**config.mk**
```make
export PLATFORM = sky130hd
export DESIGN_NAME = one_button_nav_controller
export DESIGN_NICKNAME = d
export VERILOG_FILES = /design/src/rtl/obn_pkg.sv /design/src/rtl/obn_div.sv /design/src/rtl/obn_datapath.sv /design/src/rtl/obn_ctrl.sv /design/src/rtl/one_button_nav_controller.sv
export SDC_FILE = /design/constraint.sdc
export NUM_CORES = 2
export LEC_CHECK = 0
export BUFFER_PORTS_ARGS = -buffer_cell sky130_fd_sc_hd__buf_2
export CAP_MARGIN = 20
export CORE_MARGIN = 2
export CORE_UTILIZATION = 64
export DETAILED_ROUTE_END_ITERATION = 12
export GPL_ROUTABILITY_DRIVEN = 0
export PLACE_DENSITY = 0.92
export SKIP_CTS_REPAIR_TIMING = 1
export SLEW_MARGIN = 20
export SYNTH_ARGS = -nofsm -noshare
export SYNTH_HDL_FRONTEND = slang
export SYNTH_HIERARCHICAL = 1
export SYNTH_SLANG_ARGS = --single-unit
```
**constraint.sdc**
```tcl
create_clock -name clk -period 7.65 [get_ports clk]
set_input_delay 1.1475 -clock clk [delete_from_list [all_inputs] [get_ports clk]]
set_output_delay 1.1475 -clock clk [all_outputs]
set_load 0.01 [all_outputs]
```
**src/rtl/obn_pkg.sv**
```systemverilog
// ----------------------------------------------------------------------------
// obn_pkg: shared types and constants
// Payload structs, request and mode codes, register indexes and the
// command/status bundles between the navigation controller and its datapath.
// ----------------------------------------------------------------------------
`default_nettype none

package obn_pkg;

  localparam int MAX_SLOTS      = 16;
  localparam int CARDS_PER_PAGE = 4;

  localparam int CFG_IDX_W  = 3;
  localparam int CFG_DATA_W = 16;

  localparam int DIV_N     = 32;
  localparam int DIV_CNT_W = $clog2(DIV_N + 1);
  localparam int DIVISOR_W = 16;
  localparam int MOD_W     = 3;

  localparam logic [2:0] REQ_TICK      = 3'd0;
  localparam logic [2:0] REQ_DOWN      = 3'd1;
  localparam logic [2:0] REQ_UP        = 3'd2;
  localparam logic [2:0] REQ_HEARTBEAT = 3'd3;
  localparam logic [2:0] REQ_MODEL     = 3'd4;

  localparam logic [1:0] MODE_BROWSE = 2'd0;
  localparam logic [1:0] MODE_SELECT = 2'd1;
  localparam logic [1:0] MODE_DETAIL = 2'd2;

  localparam logic [CFG_IDX_W-1:0] CFG_LONG_PRESS = 3'd0;
  localparam logic [CFG_IDX_W-1:0] CFG_ARM_HOLD   = 3'd1;
  localparam logic [CFG_IDX_W-1:0] CFG_STALE      = 3'd2;
  localparam logic [CFG_IDX_W-1:0] CFG_IDLE       = 3'd3;
  localparam logic [CFG_IDX_W-1:0] CFG_PAGE       = 3'd4;
  localparam logic [CFG_IDX_W-1:0] CFG_TOGGLE     = 3'd5;
  localparam logic [CFG_IDX_W-1:0] CFG_WIPE_EN    = 3'd6;

  typedef struct packed {
    logic [2:0]  req_type;
    logic [31:0] now_ms;
    logic [4:0]  card_count;
    logic        legend_present;
    logic [15:0] wipeable_mask;
  } item_t;

  typedef struct packed {
    logic [1:0]  nav_mode;
    logic [4:0]  selected;
    logic [2:0]  page_shown;
    logic        label_phase;
    logic        stale_flag;
    logic [15:0] hold_progress_ms;
    logic        wipe_fire;
    logic [3:0]  wipe_slot;
  } result_t;

  typedef enum logic [2:0] {
    OP_NONE,
    OP_TSTALE,
    OP_TLONG,
    OP_TIDLE,
    OP_TPAGE,
    OP_EXEC
  } op_t;

  typedef struct packed {
    logic accept;
    op_t  op;
    logic out_load;
  } ctrl_cmd_t;

  typedef struct packed {
    logic item_is_tick;
    logic div_busy;
  } dp_status_t;

endpackage

`default_nettype wire

```
**src/rtl/obn_div.sv**
```systemverilog
// ----------------------------------------------------------------------------
// obn_div: serial divider with quotient residue
// Restoring division, one quotient bit per cycle, MSB first. The quotient is
// reduced modulo a small value as its bits appear.
// ----------------------------------------------------------------------------
`default_nettype none

module obn_div (
  input  wire logic                            clk,
  input  wire logic                            rst,
  input  wire logic                            start,
  input  wire logic [obn_pkg::DIV_N-1:0]       dividend,
  input  wire logic [obn_pkg::DIVISOR_W-1:0]   divisor,
  input  wire logic [obn_pkg::MOD_W-1:0]       modulus,
  output logic                                 busy,
  output logic [obn_pkg::MOD_W-1:0]            residue
);

  logic [obn_pkg::DIV_CNT_W-1:0] cnt;
  logic [obn_pkg::DIV_N-1:0]     num;
  logic [obn_pkg::DIVISOR_W-1:0] dvs;
  logic [obn_pkg::MOD_W-1:0]     md;
  logic [obn_pkg::DIVISOR_W-1:0] rem;
  logic [obn_pkg::MOD_W-1:0]     qm;

  logic [obn_pkg::DIVISOR_W:0]   rem_sh;
  logic                          ge;
  logic [obn_pkg::DIVISOR_W-1:0] rem_next;
  logic [obn_pkg::MOD_W:0]       qm_sh;
  logic [obn_pkg::MOD_W-1:0]     qm_next;

  always_comb begin
    rem_sh   = {rem, num[obn_pkg::DIV_N-1]};
    ge       = rem_sh >= {1'b0, dvs};
    rem_next = ge ? obn_pkg::DIVISOR_W'(rem_sh - {1'b0, dvs})
                  : rem_sh[obn_pkg::DIVISOR_W-1:0];
    qm_sh    = {qm, ge};
    qm_next  = (qm_sh >= {1'b0, md}) ? obn_pkg::MOD_W'(qm_sh - {1'b0, md})
                                     : qm_sh[obn_pkg::MOD_W-1:0];
  end

  always_ff @(posedge clk) begin
    if (rst) begin
      cnt <= '0;
    end else if (start) begin
      cnt <= obn_pkg::DIV_CNT_W'(obn_pkg::DIV_N);
    end else if (busy) begin
      cnt <= cnt - 1'b1;
    end
  end

  always_ff @(posedge clk) begin
    if (start) begin
      num <= dividend;
      dvs <= divisor;
      md  <= modulus;
      rem <= '0;
      qm  <= '0;
    end else if (busy) begin
      num <= {num[obn_pkg::DIV_N-2:0], 1'b0};
      rem <= rem_next;
      qm  <= qm_next;
    end
  end

  assign busy    = cnt != '0;
  assign residue = qm;

endmodule

`default_nettype wire

```
**src/rtl/obn_datapath.sv**
```systemverilog
// ----------------------------------------------------------------------------
// obn_datapath: navigation state and step logic
// Holds configuration, navigation state and the result register, and applies
// one step of an event per command from the controller.
// ----------------------------------------------------------------------------
`default_nettype none

module obn_datapath (
  input  wire logic                              clk,
  input  wire logic                              rst,
  input  wire logic                              cfg_we,
  input  wire logic [obn_pkg::CFG_IDX_W-1:0]     cfg_index,
  input  wire logic [obn_pkg::CFG_DATA_W-1:0]    cfg_data,
  input  wire obn_pkg::item_t                    item,
  input  wire obn_pkg::ctrl_cmd_t                cmd,
  output obn_pkg::dp_status_t                    status,
  output obn_pkg::result_t                       result
);

  typedef struct packed {
    logic [1:0]  mode;
    logic [4:0]  sel;
    logic [2:0]  page;
    logic        phase;
    logic        held;
    logic        long_done;
    logic        fire;
    logic [3:0]  fire_slot;
    logic [31:0] last_in;
  } nav_t;

  function automatic logic [2:0] page_total(input logic [4:0] cnt, input logic lg);
    logic [5:0] pages;
    pages = 6'((32'(cnt) + 32'(obn_pkg::CARDS_PER_PAGE - 1)) / obn_pkg::CARDS_PER_PAGE)
          + 6'(lg);
    if (pages == 6'd0) pages = 6'd1;
    page_total = pages[2:0];
  endfunction

  function automatic logic wipeable(input logic [4:0] sel, input logic [15:0] bits);
    wipeable = (sel < 5'd16) && bits[sel[3:0]];
  endfunction

  function automatic nav_t settle(input nav_t s, input logic [4:0] cnt, input logic lg);
    nav_t       r;
    logic [4:0] maxsel;
    r      = s;
    maxsel = cnt - 5'd1;
    if (r.mode != obn_pkg::MODE_BROWSE) begin
      if (cnt == 5'd0) begin
        r.mode = obn_pkg::MODE_BROWSE;
      end else begin
        if (r.mode == obn_pkg::MODE_SELECT && lg) maxsel = cnt;
        if (r.sel > maxsel) r.sel = maxsel;
      end
    end
    if (!(r.mode == obn_pkg::MODE_DETAIL && cnt != 5'd0) && !(cnt == 5'd0 && !lg)) begin
      if (r.mode == obn_pkg::MODE_SELECT && cnt != 5'd0) begin
        if (lg && r.sel == cnt) begin
          r.page = 3'd0;
        end else begin
          r.page = 3'(r.sel / obn_pkg::CARDS_PER_PAGE) + 3'(lg);
        end
      end
      if (r.page >= page_total(cnt, lg)) r.page = 3'd0;
    end
    settle = r;
  endfunction

  function automatic nav_t press(input nav_t s, input logic is_long, input logic stale,
                                 input logic [31:0] now, input logic [4:0] cnt,
                                 input logic lg, input logic [15:0] bits,
                                 input logic wen);
    nav_t       r;
    logic [5:0] stops;
    logic [5:0] nxt;
    r     = s;
    stops = {1'b0, cnt} + 6'(lg);
    nxt   = {1'b0, s.sel} + 6'd1;
    if (nxt >= stops) nxt = nxt - stops;
    if (!stale) begin
      r.last_in = now;
      if (r.mode == obn_pkg::MODE_BROWSE) begin
        if (cnt != 5'd0) begin
          r.mode = obn_pkg::MODE_SELECT;
          r.sel  = 5'd0;
        end
      end else if (r.mode == obn_pkg::MODE_SELECT) begin
        if (cnt == 5'd0) begin
          r.mode = obn_pkg::MODE_BROWSE;
        end else if (is_long) begin
          if (r.sel < cnt) r.mode = obn_pkg::MODE_DETAIL;
        end else begin
          r.sel = nxt[4:0];
        end
      end else begin
        if (is_long && wen && wipeable(r.sel, bits)) begin
          r.fire      = 1'b1;
          r.fire_slot = r.sel[3:0];
        end
        r.mode = obn_pkg::MODE_SELECT;
      end
      r = settle(r, cnt, lg);
    end
    press = r;
  endfunction

  // configuration
  logic [15:0] long_press_ms, arm_hold_ms, stale_limit, idle_ms, page_ms, phase_half;
  logic        wipe_enabled;

  always_ff @(posedge clk) begin
    if (rst) begin
      long_press_ms <= 16'd600;
      arm_hold_ms   <= 16'd5000;
      stale_limit   <= 16'd2000;
      idle_ms       <= 16'd12000;
      page_ms       <= 16'd4000;
      phase_half    <= 16'd2000;
      wipe_enabled  <= 1'b0;
    end else if (cfg_we) begin
      unique case (cfg_index)
        obn_pkg::CFG_LONG_PRESS: long_press_ms <= cfg_data;
        obn_pkg::CFG_ARM_HOLD:   arm_hold_ms   <= cfg_data;
        obn_pkg::CFG_STALE:      stale_limit   <= cfg_data;
        obn_pkg::CFG_IDLE:       idle_ms       <= cfg_data;
        obn_pkg::CFG_PAGE:       page_ms       <= cfg_data;
        obn_pkg::CFG_TOGGLE:     phase_half    <= cfg_data;
        obn_pkg::CFG_WIPE_EN:    wipe_enabled  <= cfg_data[0];
        default: ;
      endcase
    end
  end

  // captured event
  logic [2:0]  req_q;
  logic [31:0] now_q;
  logic [4:0]  cnt_in_q;
  logic        lg_in_q;
  logic [15:0] mask_in_q;
  logic        stale_q;
  logic [31:0] hb_age_in;
  logic        stale_in;

  // state
  nav_t        nav, nav_next;
  logic [4:0]  count_reg, count_reg_next;
  logic        legend_reg, legend_reg_next;
  logic [15:0] wipe_bits, wipe_bits_next;
  logic        hb_seen, hb_seen_next;
  logic [31:0] hb_time, hb_time_next;
  logic [31:0] press_time, press_time_next;

  assign hb_age_in = item.now_ms - hb_time;
  assign stale_in  = hb_seen && (hb_age_in > {16'd0, stale_limit});

  always_ff @(posedge clk) begin
    if (cmd.accept) begin
      req_q     <= item.req_type;
      now_q     <= item.now_ms;
      cnt_in_q  <= item.card_count;
      lg_in_q   <= item.legend_present;
      mask_in_q <= item.wipeable_mask;
      stale_q   <= stale_in;
    end
  end

  // dividers for the label phase and the browse page
  logic                          div_start;
  logic [obn_pkg::DIVISOR_W-1:0] tog_div, page_div;
  logic                          tog_busy, page_busy;
  logic [obn_pkg::MOD_W-1:0]     tog_res, page_res;

  assign div_start = cmd.accept && status.item_is_tick;
  assign tog_div   = (phase_half == 16'd0) ? 16'd1 : phase_half;
  assign page_div  = (page_ms == 16'd0) ? 16'd1 : page_ms;

  obn_div u_tog_div (
    .clk      (clk),
    .rst      (rst),
    .start    (div_start),
    .dividend (item.now_ms),
    .divisor  (tog_div),
    .modulus  (3'd2),
    .busy     (tog_busy),
    .residue  (tog_res)
  );

  obn_div u_page_div (
    .clk      (clk),
    .rst      (rst),
    .start    (div_start),
    .dividend (item.now_ms),
    .divisor  (page_div),
    .modulus  (page_total(count_reg, legend_reg)),
    .busy     (page_busy),
    .residue  (page_res)
  );

  assign status.item_is_tick = item.req_type == obn_pkg::REQ_TICK;
  assign status.div_busy     = tog_busy | page_busy;

  // step logic
  nav_t        t;
  logic [15:0] thr;
  logic [31:0] press_age;
  logic [31:0] input_age;
  logic        ph;
  logic [2:0]  pg;

  assign press_age = now_q - press_time;
  assign input_age = now_q - nav.last_in;

  always_comb begin
    nav_next        = nav;
    count_reg_next  = count_reg;
    legend_reg_next = legend_reg;
    wipe_bits_next  = wipe_bits;
    hb_seen_next    = hb_seen;
    hb_time_next    = hb_time;
    press_time_next = press_time;
    t               = nav;
    thr = (nav.mode == obn_pkg::MODE_DETAIL && wipeable(nav.sel, wipe_bits))
          ? arm_hold_ms : long_press_ms;
    ph  = tog_res[0];
    pg  = (nav.mode == obn_pkg::MODE_BROWSE) ? page_res : nav.page;

    unique case (cmd.op)
      obn_pkg::OP_NONE: ;
      obn_pkg::OP_TSTALE: begin
        if (stale_q && (nav.mode != obn_pkg::MODE_BROWSE || nav.held)) begin
          t.mode      = obn_pkg::MODE_BROWSE;
          t.held      = 1'b0;
          t.long_done = 1'b0;
          nav_next    = settle(t, count_reg, legend_reg);
        end
      end
      obn_pkg::OP_TLONG: begin
        if (nav.held && !nav.long_done && press_age >= {16'd0, thr}) begin
          t.long_done = 1'b1;
          nav_next    = press(t, 1'b1, stale_q, now_q, count_reg, legend_reg,
                              wipe_bits, wipe_enabled);
        end
      end
      obn_pkg::OP_TIDLE: begin
        if (nav.mode != obn_pkg::MODE_BROWSE && input_age > {16'd0, idle_ms}) begin
          t.mode   = obn_pkg::MODE_BROWSE;
          nav_next = settle(t, count_reg, legend_reg);
        end
      end
      obn_pkg::OP_TPAGE: begin
        if (nav.mode != obn_pkg::MODE_DETAIL && (ph != nav.phase || pg != nav.page)) begin
          t.phase  = ph;
          t.page   = pg;
          nav_next = settle(t, count_reg, legend_reg);
        end
      end
      obn_pkg::OP_EXEC: begin
        priority case (req_q)
          obn_pkg::REQ_DOWN: begin
            if (!stale_q) begin
              nav_next.held      = 1'b1;
              nav_next.long_done = 1'b0;
              nav_next.last_in   = now_q;
              press_time_next    = now_q;
            end
          end
          obn_pkg::REQ_UP: begin
            if (nav.held) begin
              t.held   = 1'b0;
              nav_next = t;
              if (!nav.long_done) begin
                nav_next = press(t, 1'b0, stale_q, now_q, count_reg, legend_reg,
                                 wipe_bits, wipe_enabled);
              end
            end
          end
          obn_pkg::REQ_HEARTBEAT: begin
            hb_seen_next = 1'b1;
            hb_time_next = now_q;
          end
          obn_pkg::REQ_MODEL: begin
            count_reg_next  = (cnt_in_q > 5'(obn_pkg::MAX_SLOTS))
                              ? 5'(obn_pkg::MAX_SLOTS) : cnt_in_q;
            legend_reg_next = lg_in_q;
            wipe_bits_next  = mask_in_q;
            nav_next        = settle(nav, count_reg_next, legend_reg_next);
          end
          default: ;
        endcase
      end
      default: ;
    endcase

    if (cmd.accept) begin
      nav_next.fire      = 1'b0;
      nav_next.fire_slot = 4'd0;
    end
  end

  always_ff @(posedge clk) begin
    if (rst) begin
      nav        <= '0;
      count_reg  <= '0;
      legend_reg <= 1'b0;
      wipe_bits  <= '0;
      hb_seen    <= 1'b0;
      hb_time    <= '0;
      press_time <= '0;
    end else begin
      nav        <= nav_next;
      count_reg  <= count_reg_next;
      legend_reg <= legend_reg_next;
      wipe_bits  <= wipe_bits_next;
      hb_seen    <= hb_seen_next;
      hb_time    <= hb_time_next;
      press_time <= press_time_next;
    end
  end

  // result
  logic [31:0]       hb_age;
  logic [15:0]       hold;
  obn_pkg::result_t  res_next;

  assign hb_age = now_q - hb_time;

  always_comb begin
    hold = 16'd0;
    if (nav.mode == obn_pkg::MODE_DETAIL && nav.held && !nav.long_done &&
        wipeable(nav.sel, wipe_bits)) begin
      hold = (press_age > {16'd0, arm_hold_ms}) ? arm_hold_ms : press_age[15:0];
    end
    res_next.nav_mode         = nav.mode;
    res_next.selected         = nav.sel;
    res_next.page_shown       = nav.page;
    res_next.label_phase      = nav.phase;
    res_next.stale_flag       = hb_seen && (hb_age > {16'd0, stale_limit});
    res_next.hold_progress_ms = hold;
    res_next.wipe_fire        = nav.fire;
    res_next.wipe_slot        = nav.fire_slot;
  end

  always_ff @(posedge clk) begin
    if (cmd.out_load) begin
      result <= res_next;
    end
  end

endmodule

`default_nettype wire

```
**src/rtl/obn_ctrl.sv**
```systemverilog
// ----------------------------------------------------------------------------
// obn_ctrl: event sequencer
// Accepts an event, walks the datapath through the steps of its handling and
// hands the finished result to the output register.
// ----------------------------------------------------------------------------
`default_nettype none

module obn_ctrl (
  input  wire logic                 clk,
  input  wire logic                 rst,
  input  wire logic                 item_valid,
  output logic                      item_ready,
  output logic                      result_valid,
  input  wire logic                 result_ready,
  input  wire obn_pkg::dp_status_t  status,
  output obn_pkg::ctrl_cmd_t        cmd
);

  typedef enum logic [7:0] {
    S_IDLE   = 8'b0000_0001,
    S_TSTALE = 8'b0000_0010,
    S_TLONG  = 8'b0000_0100,
    S_TIDLE  = 8'b0000_1000,
    S_TWAIT  = 8'b0001_0000,
    S_TPAGE  = 8'b0010_0000,
    S_EXEC   = 8'b0100_0000,
    S_RESULT = 8'b1000_0000
  } state_t;

  state_t state, state_next;
  logic   out_free;

  assign item_ready = state == S_IDLE;
  assign out_free   = !result_valid || result_ready;

  always_comb begin
    state_next   = state;
    cmd.accept   = 1'b0;
    cmd.op       = obn_pkg::OP_NONE;
    cmd.out_load = 1'b0;
    unique case (state)
      S_IDLE: begin
        if (item_valid) begin
          cmd.accept = 1'b1;
          state_next = status.item_is_tick ? S_TSTALE : S_EXEC;
        end
      end
      S_TSTALE: begin
        cmd.op     = obn_pkg::OP_TSTALE;
        state_next = S_TLONG;
      end
      S_TLONG: begin
        cmd.op     = obn_pkg::OP_TLONG;
        state_next = S_TIDLE;
      end
      S_TIDLE: begin
        cmd.op     = obn_pkg::OP_TIDLE;
        state_next = S_TWAIT;
      end
      S_TWAIT: begin
        if (!status.div_busy) state_next = S_TPAGE;
      end
      S_TPAGE: begin
        cmd.op     = obn_pkg::OP_TPAGE;
        state_next = S_RESULT;
      end
      S_EXEC: begin
        cmd.op     = obn_pkg::OP_EXEC;
        state_next = S_RESULT;
      end
      S_RESULT: begin
        if (out_free) begin
          cmd.out_load = 1'b1;
          state_next   = S_IDLE;
        end
      end
      default: state_next = S_IDLE;
    endcase
  end

  always_ff @(posedge clk) begin
    if (rst) begin
      state        <= S_IDLE;
      result_valid <= 1'b0;
    end else begin
      state <= state_next;
      if (cmd.out_load) begin
        result_valid <= 1'b1;
      end else if (result_ready) begin
        result_valid <= 1'b0;
      end
    end
  end

endmodule

`default_nettype wire

```
**src/rtl/one_button_nav_controller.sv**
```systemverilog
// ----------------------------------------------------------------------------
// one_button_nav_controller: one-button navigation controller
// Timestamped events drive browse/select/detail navigation, press detection,
// idle fallback, stale-feed lockout and wipe arming.
//
//   channel   signals                               transfer when
//   item      item_valid / item_ready / item        valid & ready
//   result    result_valid / result_ready / result  valid & ready
//   cfg       cfg_we / cfg_index / cfg_data         cfg_we high
//
// One event at a time. Button, heartbeat and model events go through the
// execute and result states; a tick waits on the 32-step serial dividers
// for the label phase and the browse page. item_ready is high only while no
// event is in progress; an event may be taken while the previous result
// still waits in the output register. Synchronous reset restores the
// register defaults and clears the navigation and sequencer state.
// ----------------------------------------------------------------------------
`default_nettype none

module one_button_nav_controller (
  input  wire logic                             clk,
  input  wire logic                             rst,
  input  wire logic                             item_valid,
  output logic                                  item_ready,
  input  wire obn_pkg::item_t                   item,
  output logic                                  result_valid,
  input  wire logic                             result_ready,
  output obn_pkg::result_t                      result,
  input  wire logic                             cfg_we,
  input  wire logic [obn_pkg::CFG_IDX_W-1:0]    cfg_index,
  input  wire logic [obn_pkg::CFG_DATA_W-1:0]   cfg_data
);

  obn_pkg::ctrl_cmd_t  cmd;
  obn_pkg::dp_status_t status;

  obn_ctrl u_ctrl (
    .clk          (clk),
    .rst          (rst),
    .item_valid   (item_valid),
    .item_ready   (item_ready),
    .result_valid (result_valid),
    .result_ready (result_ready),
    .status       (status),
    .cmd          (cmd)
  );

  obn_datapath u_dp (
    .clk       (clk),
    .rst       (rst),
    .cfg_we    (cfg_we),
    .cfg_index (cfg_index),
    .cfg_data  (cfg_data),
    .item      (item),
    .cmd       (cmd),
    .status    (status),
    .result    (result)
  );

endmodule

`default_nettype wire

```
======== Word level (Yosys, flattened, before mapping) ========
Cells that the tools add are included.
storage, ports and cells
  bits in registers ....................... 483
  output and inout bits ................... 35
  word-level logic and storage cells ...... 442
operators by class
  add/sub/neg operators ................... 23
  magnitude comparators ................... 24
  equality and inequality tests ........... 63
  mux-type cells .......................... 177
  bitwise logic cells ..................... 9
  reduce and logical (&&, ||, !) cells .... 95
operator list
  operator                                                               number
  50-bit 2-to-1 mux                                                      8
  50-bit one-hot mux with 5 select lines                                 1
  5-bit 2-to-1 mux                                                       40
  7-bit 2-to-1 mux                                                       28
  3-bit 2-to-1 mux                                                       62
  32-bit 2-to-1 mux                                                      5
  32-bit by 16-bit greater-than comparator with 1-bit output             4
  32-bit subtractor                                                      4
  16-bit 2-to-1 mux                                                      4
  32-bit one-hot mux with 2 select lines                                 1
  8-bit one-hot mux with 7 select lines                                  1
  1-bit logical AND                                                      36
  17-bit by 16-bit greater-or-equal comparator with 1-bit output         2
  32-bit by 16-bit greater-or-equal comparator with 1-bit output         1
  16-bit zero test                                                       2
  16-bit subtractor                                                      2
  10-bit AND reduction                                                   3
  6-bit 2-to-1 mux                                                       4
  8-bit 2-to-1 mux                                                       3
  11-bit one-hot mux with 2 select lines                                 1
  5-bit equality test                                                    4
  5-bit greater-than comparator                                          4
  3-bit by 2-bit equality test with 1-bit output, second input constant  6
  3-bit equality test, second input constant                             6
  other kinds (61)                                                       159

======== Longest topological paths before layout ========
  word-level depth ........................ 48
  mapped depth ............................ 32
  gate-level depth less buffers ........... 31

======== Modules after synthesis ========
The synthesis kept the hierarchy.
modules (own cells, without submodules)
  module                     instances  cells an instance  area each (µm²)  sequential area each (µm²)
  obn_datapath               1          3128               24717.5          7417.1
  obn_div (u_dp.u_page_div)  1          363                4027.6           2031.9
  obn_div (u_dp.u_tog_div)   1          362                4018.9           2031.9
  obn_ctrl                   1          62                 536.8            180.2

======== Least setup slack after synthesis ========
No wires, ideal clock.
  path kind ............................... reg2reg
  from .................................... register u_dp/nav[45] in the netlist's numbering
  to ...................................... register u_dp/nav[41] in the netlist's numbering
  library setup time ...................... 0.058 ns
  arrival ................................. 6.138 ns
  required time ........................... 7.592 ns
  path slack .............................. 1.455 ns
  cell stages (with the launch flop) ...... 32
  path buffers ............................ 3
  clock period less this slack ............ 6.195 ns
  cell sequence ........................... dfxtp_1 > clkbuf_1 > buf_1 > nand3_1 > xnor2_1 > ha_1 > o21ai_0 > o21ai_0 > nand2_1 > nor3_1 > a211o_1 > nor2_1 > ha_1 > and3_1 > a221oi_1 > nor2_1 > and2_1 > clkbuf_1 > o221a_2 > o31ai_1 > o31a_1 > a21boi_0 > ha_1 > nand2b_1 > a21o_1 > a211o_1 > or2_2 > o21ai_0 > a31o_2 > a211oi_1 > a21oi_1 > mux2_2
on the way
  cells in the longest elaborated chain, start to end .. 38
ends and longest elaborated chain
  what                                                                                             line                 source
  start: declaration                                                                               obn_datapath.sv:146  nav_t nav, nav_next;
  start signal: assignment                                                                         obn_datapath.sv:311  nav <= nav_next;
  parallel branches: the longest is 38 deep, another holds 5-bit by 1-bit adder with 6-bit output  -
Several ways; the timed one is not identified. The select of a mux whose other input is x is not followed.
A chain may end at the register's enable or synchronous reset.

======== Worst setup path in the final report ========
  from .................................... register u_dp.count_reg[1]
  to ...................................... register u_dp/nav[41] in the netlist's numbering
on the way
  cells in the longest elaborated chain, start to end .. 46
ends and longest elaborated chain
  what                                                                       line                 source
  start: declaration                                                         obn_datapath.sv:147  logic [4:0] count_reg, count_reg_next;
  start signal: assignment                                                   obn_datapath.sv:312  count_reg <= count_reg_next;
  parallel branches: the longest is 46 deep, another holds 7-bit 2-to-1 mux  -
Several ways; the timed one is not identified. The select of a mux whose other input is x is not followed.

==> results.toml <==
[outcome]
status = "completed"

[clock_tree]
root_buffer = "clkbuf_16"
cts.sink_count = 486
clkTransAtPathRegs_ns = 0.06
cts_tree = "done"
cts_buffers = 52
clk_latency_ns = 0.63
cts_buffer_depth = 3
h-tree-depth = 2

[detailed_routing]
drt_first_pass_iters = 9
wl_um = 91100
vias = 30400
drc = 0
wire_per_inst_um = 19.6
via_per_inst = 6.54
drt_iter0_markers = 3699
drt.antenna.violating_nets = 0

[finish]
top_register = "u_dp/nav"
area_growth_pct = 8.14
reg_top3 = "u_dp/nav x50, u_dp/result x33"
fin_util_pct = 70.1
layout_common_cells = "nand2_1 (586), a21oi_1 (370), ha_1 (307)"
final.fill_count = 3646
largest_register_ffs = 50
drive_above_1_share_pct = 9.16
layout_commonest_cell = "nand2_1"
nNetsFinal = 4316
final_area_um2 = 36000

[synthesis]
synthFlopType = "dfxtp_1"
syn_area_um2 = 33300
synthArstFlopShare_pct = 0
yosysWarningCount = 6
synth_cells = 3915
synth_edf_count = 193
syn_area_per_cell_um2 = 8.51
synth_cell_types = 108
ys_seq_area_share_pct = 35.0
synth-seq-cells = 486

[worst_setup_path]
worstSetupPathType = "flip-flop to flip-flop"
max_stage_delay_ns = 0.64
rr_worst_depth = 28
path_max_fanout = 11
critPathSlowestCell = "nor3b_1"
cp.required_ns = 8.22
cp-end-kind = "flip-flop"
start_kind = "flip-flop"
crit_arrival_ns = 7.68

[floorplan]
die_w_um = 232
start_util_pct = 64.8
dieArea_um2 = 53900
io_pins = 116
design.core.area_um2 = 51400
placementRows = 83
dieHeight_um = 232

[power_and_ir_drop]
p_int_w = 0.00611
power.share.sequential_pct = 37.0
ir_drop_mv = 0.203
p_sw_share_pct = 35.4
powerDensity_nw_per_um2 = 262
p_switching_w = 0.00335
power.leakage_nw = 13.9
pwr-share-comb_pct = 34.8
pwr-share-clk_pct = 28.2

[timing]
setup_viol = 0
worst_clock_skew_ns = 0.0284
tightestPinTransition_ns = 1.15
hold_viol_final = 0
rsz0062_at_grt = "no"
timing.fmax_ghz = 0.141
min_period_ns = 7.11
setup-tns-final_ns = 0
fin_crit_sh_pct = 92.9
finalMaxSlewViolations = 0
slew_headroom_pct = 23.3

[min_path]
hp-class = "flip-flop to flip-flop"
hold_path_depth = 0

[place]
placed_area_um2 = 34200
port_buffers = 115
dp_hpwl_um = 64700

[global_route]
gr-total-overflow = 0
grt_max_degree = 101
grt_pass1_wl_um = 144000
grt_pass1_vias = 28800
antenna_found_initial = 6
gr-usage-all-layers_pct = 32.8

[flow_run]
drv_cap = 0
-- worst max-delay path, delay by kind of cell, from the launching register on --
family,cells,cell delay [ns]
AOI/OAI and AO/OA,13,2.60
adders and majority gates,3,0.89
DFF,1,0.45
muxes,1,0.16
buffers and inverters,2,0.37
and+or+nand+nor,9,2.56
-- power by group through the flow --
stage          logic (W)  registers [W]  clock network (W)
2_1_floorplan    0.00249        0.00343                  0
3_3_place_gp     0.00301        0.00351                  0
3_5_place_dp     0.00316        0.00353                  0
4_1_cts          0.00320        0.00349            0.00268
5_1_grt          0.00360        0.00353            0.00279
6_report         0.00329        0.00350            0.00267
-- per-layer routing --
metal	wire length, µm	vias up	part of all wire, %	global-route usage [%]
met5	13	-	0.014	0
met4	5620	2	6.2	19.5
met3	8960	439	9.8	6.00
met2	41700	1824	46	53.4
met1	34800	14100	38	40.6
li1	-	14000	-	-
-- kinds of logic (layout without fill, tap and decap cells) --
logic type,count (synthesis),count (layout),share of synthesized area (%)
xor gates and xnor gates,156,156,4.10
and+or+nand+nor,1335,1335,18.8
DFF,486,486,35.0
adders and majority gates,316,316,12.1
AOI/OAI and AO/OA,990,990,19.0
other,2,8,0.0226
muxes,163,163,5.37
buffers and inverters,467,514,5.57
-- final timing paths --
path	endpoint	slack [ns]	from
worst max-delay path	u_dp/nav[41]$_SDFFE_PP0P_	0.54	u_dp/count_reg[1]$_SDFFE_PP0P_
worst min-delay path	u_dp/result[2]$_DFFE_PP_	0.43	u_dp/nav[34]$_SDFFE_PP0P_
worst max register to register	u_dp/nav[41]$_SDFFE_PP0P_	0.54	u_dp/count_reg[1]$_SDFFE_PP0P_
worst min register to register	u_dp/result[2]$_DFFE_PP_	0.43	u_dp/nav[34]$_SDFFE_PP0P_
-- layout make-up --
| type | instances | area [µm²] | share of cell area [%] |
|---|---|---|---|
| multi-input cells | 2963 | 19800 | 55.1 |
| diodes | 5 | 12.5 | 0.0347 |
| clock buffers | 68 | 1500 | 4.16 |
| clock inverters | 30 | 313 | 0.869 |
| flip-flops and latches | 486 | 11700 | 32.4 |
| repair buffers | 146 | 840 | 2.33 |
| well taps | 680 | 851 | 2.36 |
| inverters | 270 | 1010 | 2.81 |
-- metrics by stage --
step | worst slack (ns) | instances | total power, W | hold slack (ns)
finish | 0.545 | 4648 | 0.00945 | 0.432
global route | 0.227 | 4647 | 0.00991 | 0.454
CTS | 0.854 | 4642 | 0.00936 | 0.435
detailed placement | 0.904 | 4544 | 0.00669 | 0.418
global placement | 1.22 | 4544 | 0.00652 | 0.415
floorplan | 1.45 | 3916 | 0.00592 | 0.406
-- synth_stat cells (61+ instances only) --
cell type    n  area share, %
nand2_1    586            6.6
a21oi_1    370            5.6
ha_1       307             12
dfxtp_1    293             18
inv_1      264            3.0
nor2_1     258            2.9
edfxtp_1   193             17
o21ai_0    160            2.4
clkbuf_1   152            1.7
xnor2_1    112            2.9
mux2i_1     84            2.5
nand2b_1    84            1.6
nand3_1     84            1.3
mux2_2      67            2.3
a21o_1      64            1.4
nor3_1      61           0.92
(Power assumes the default switching activity.)
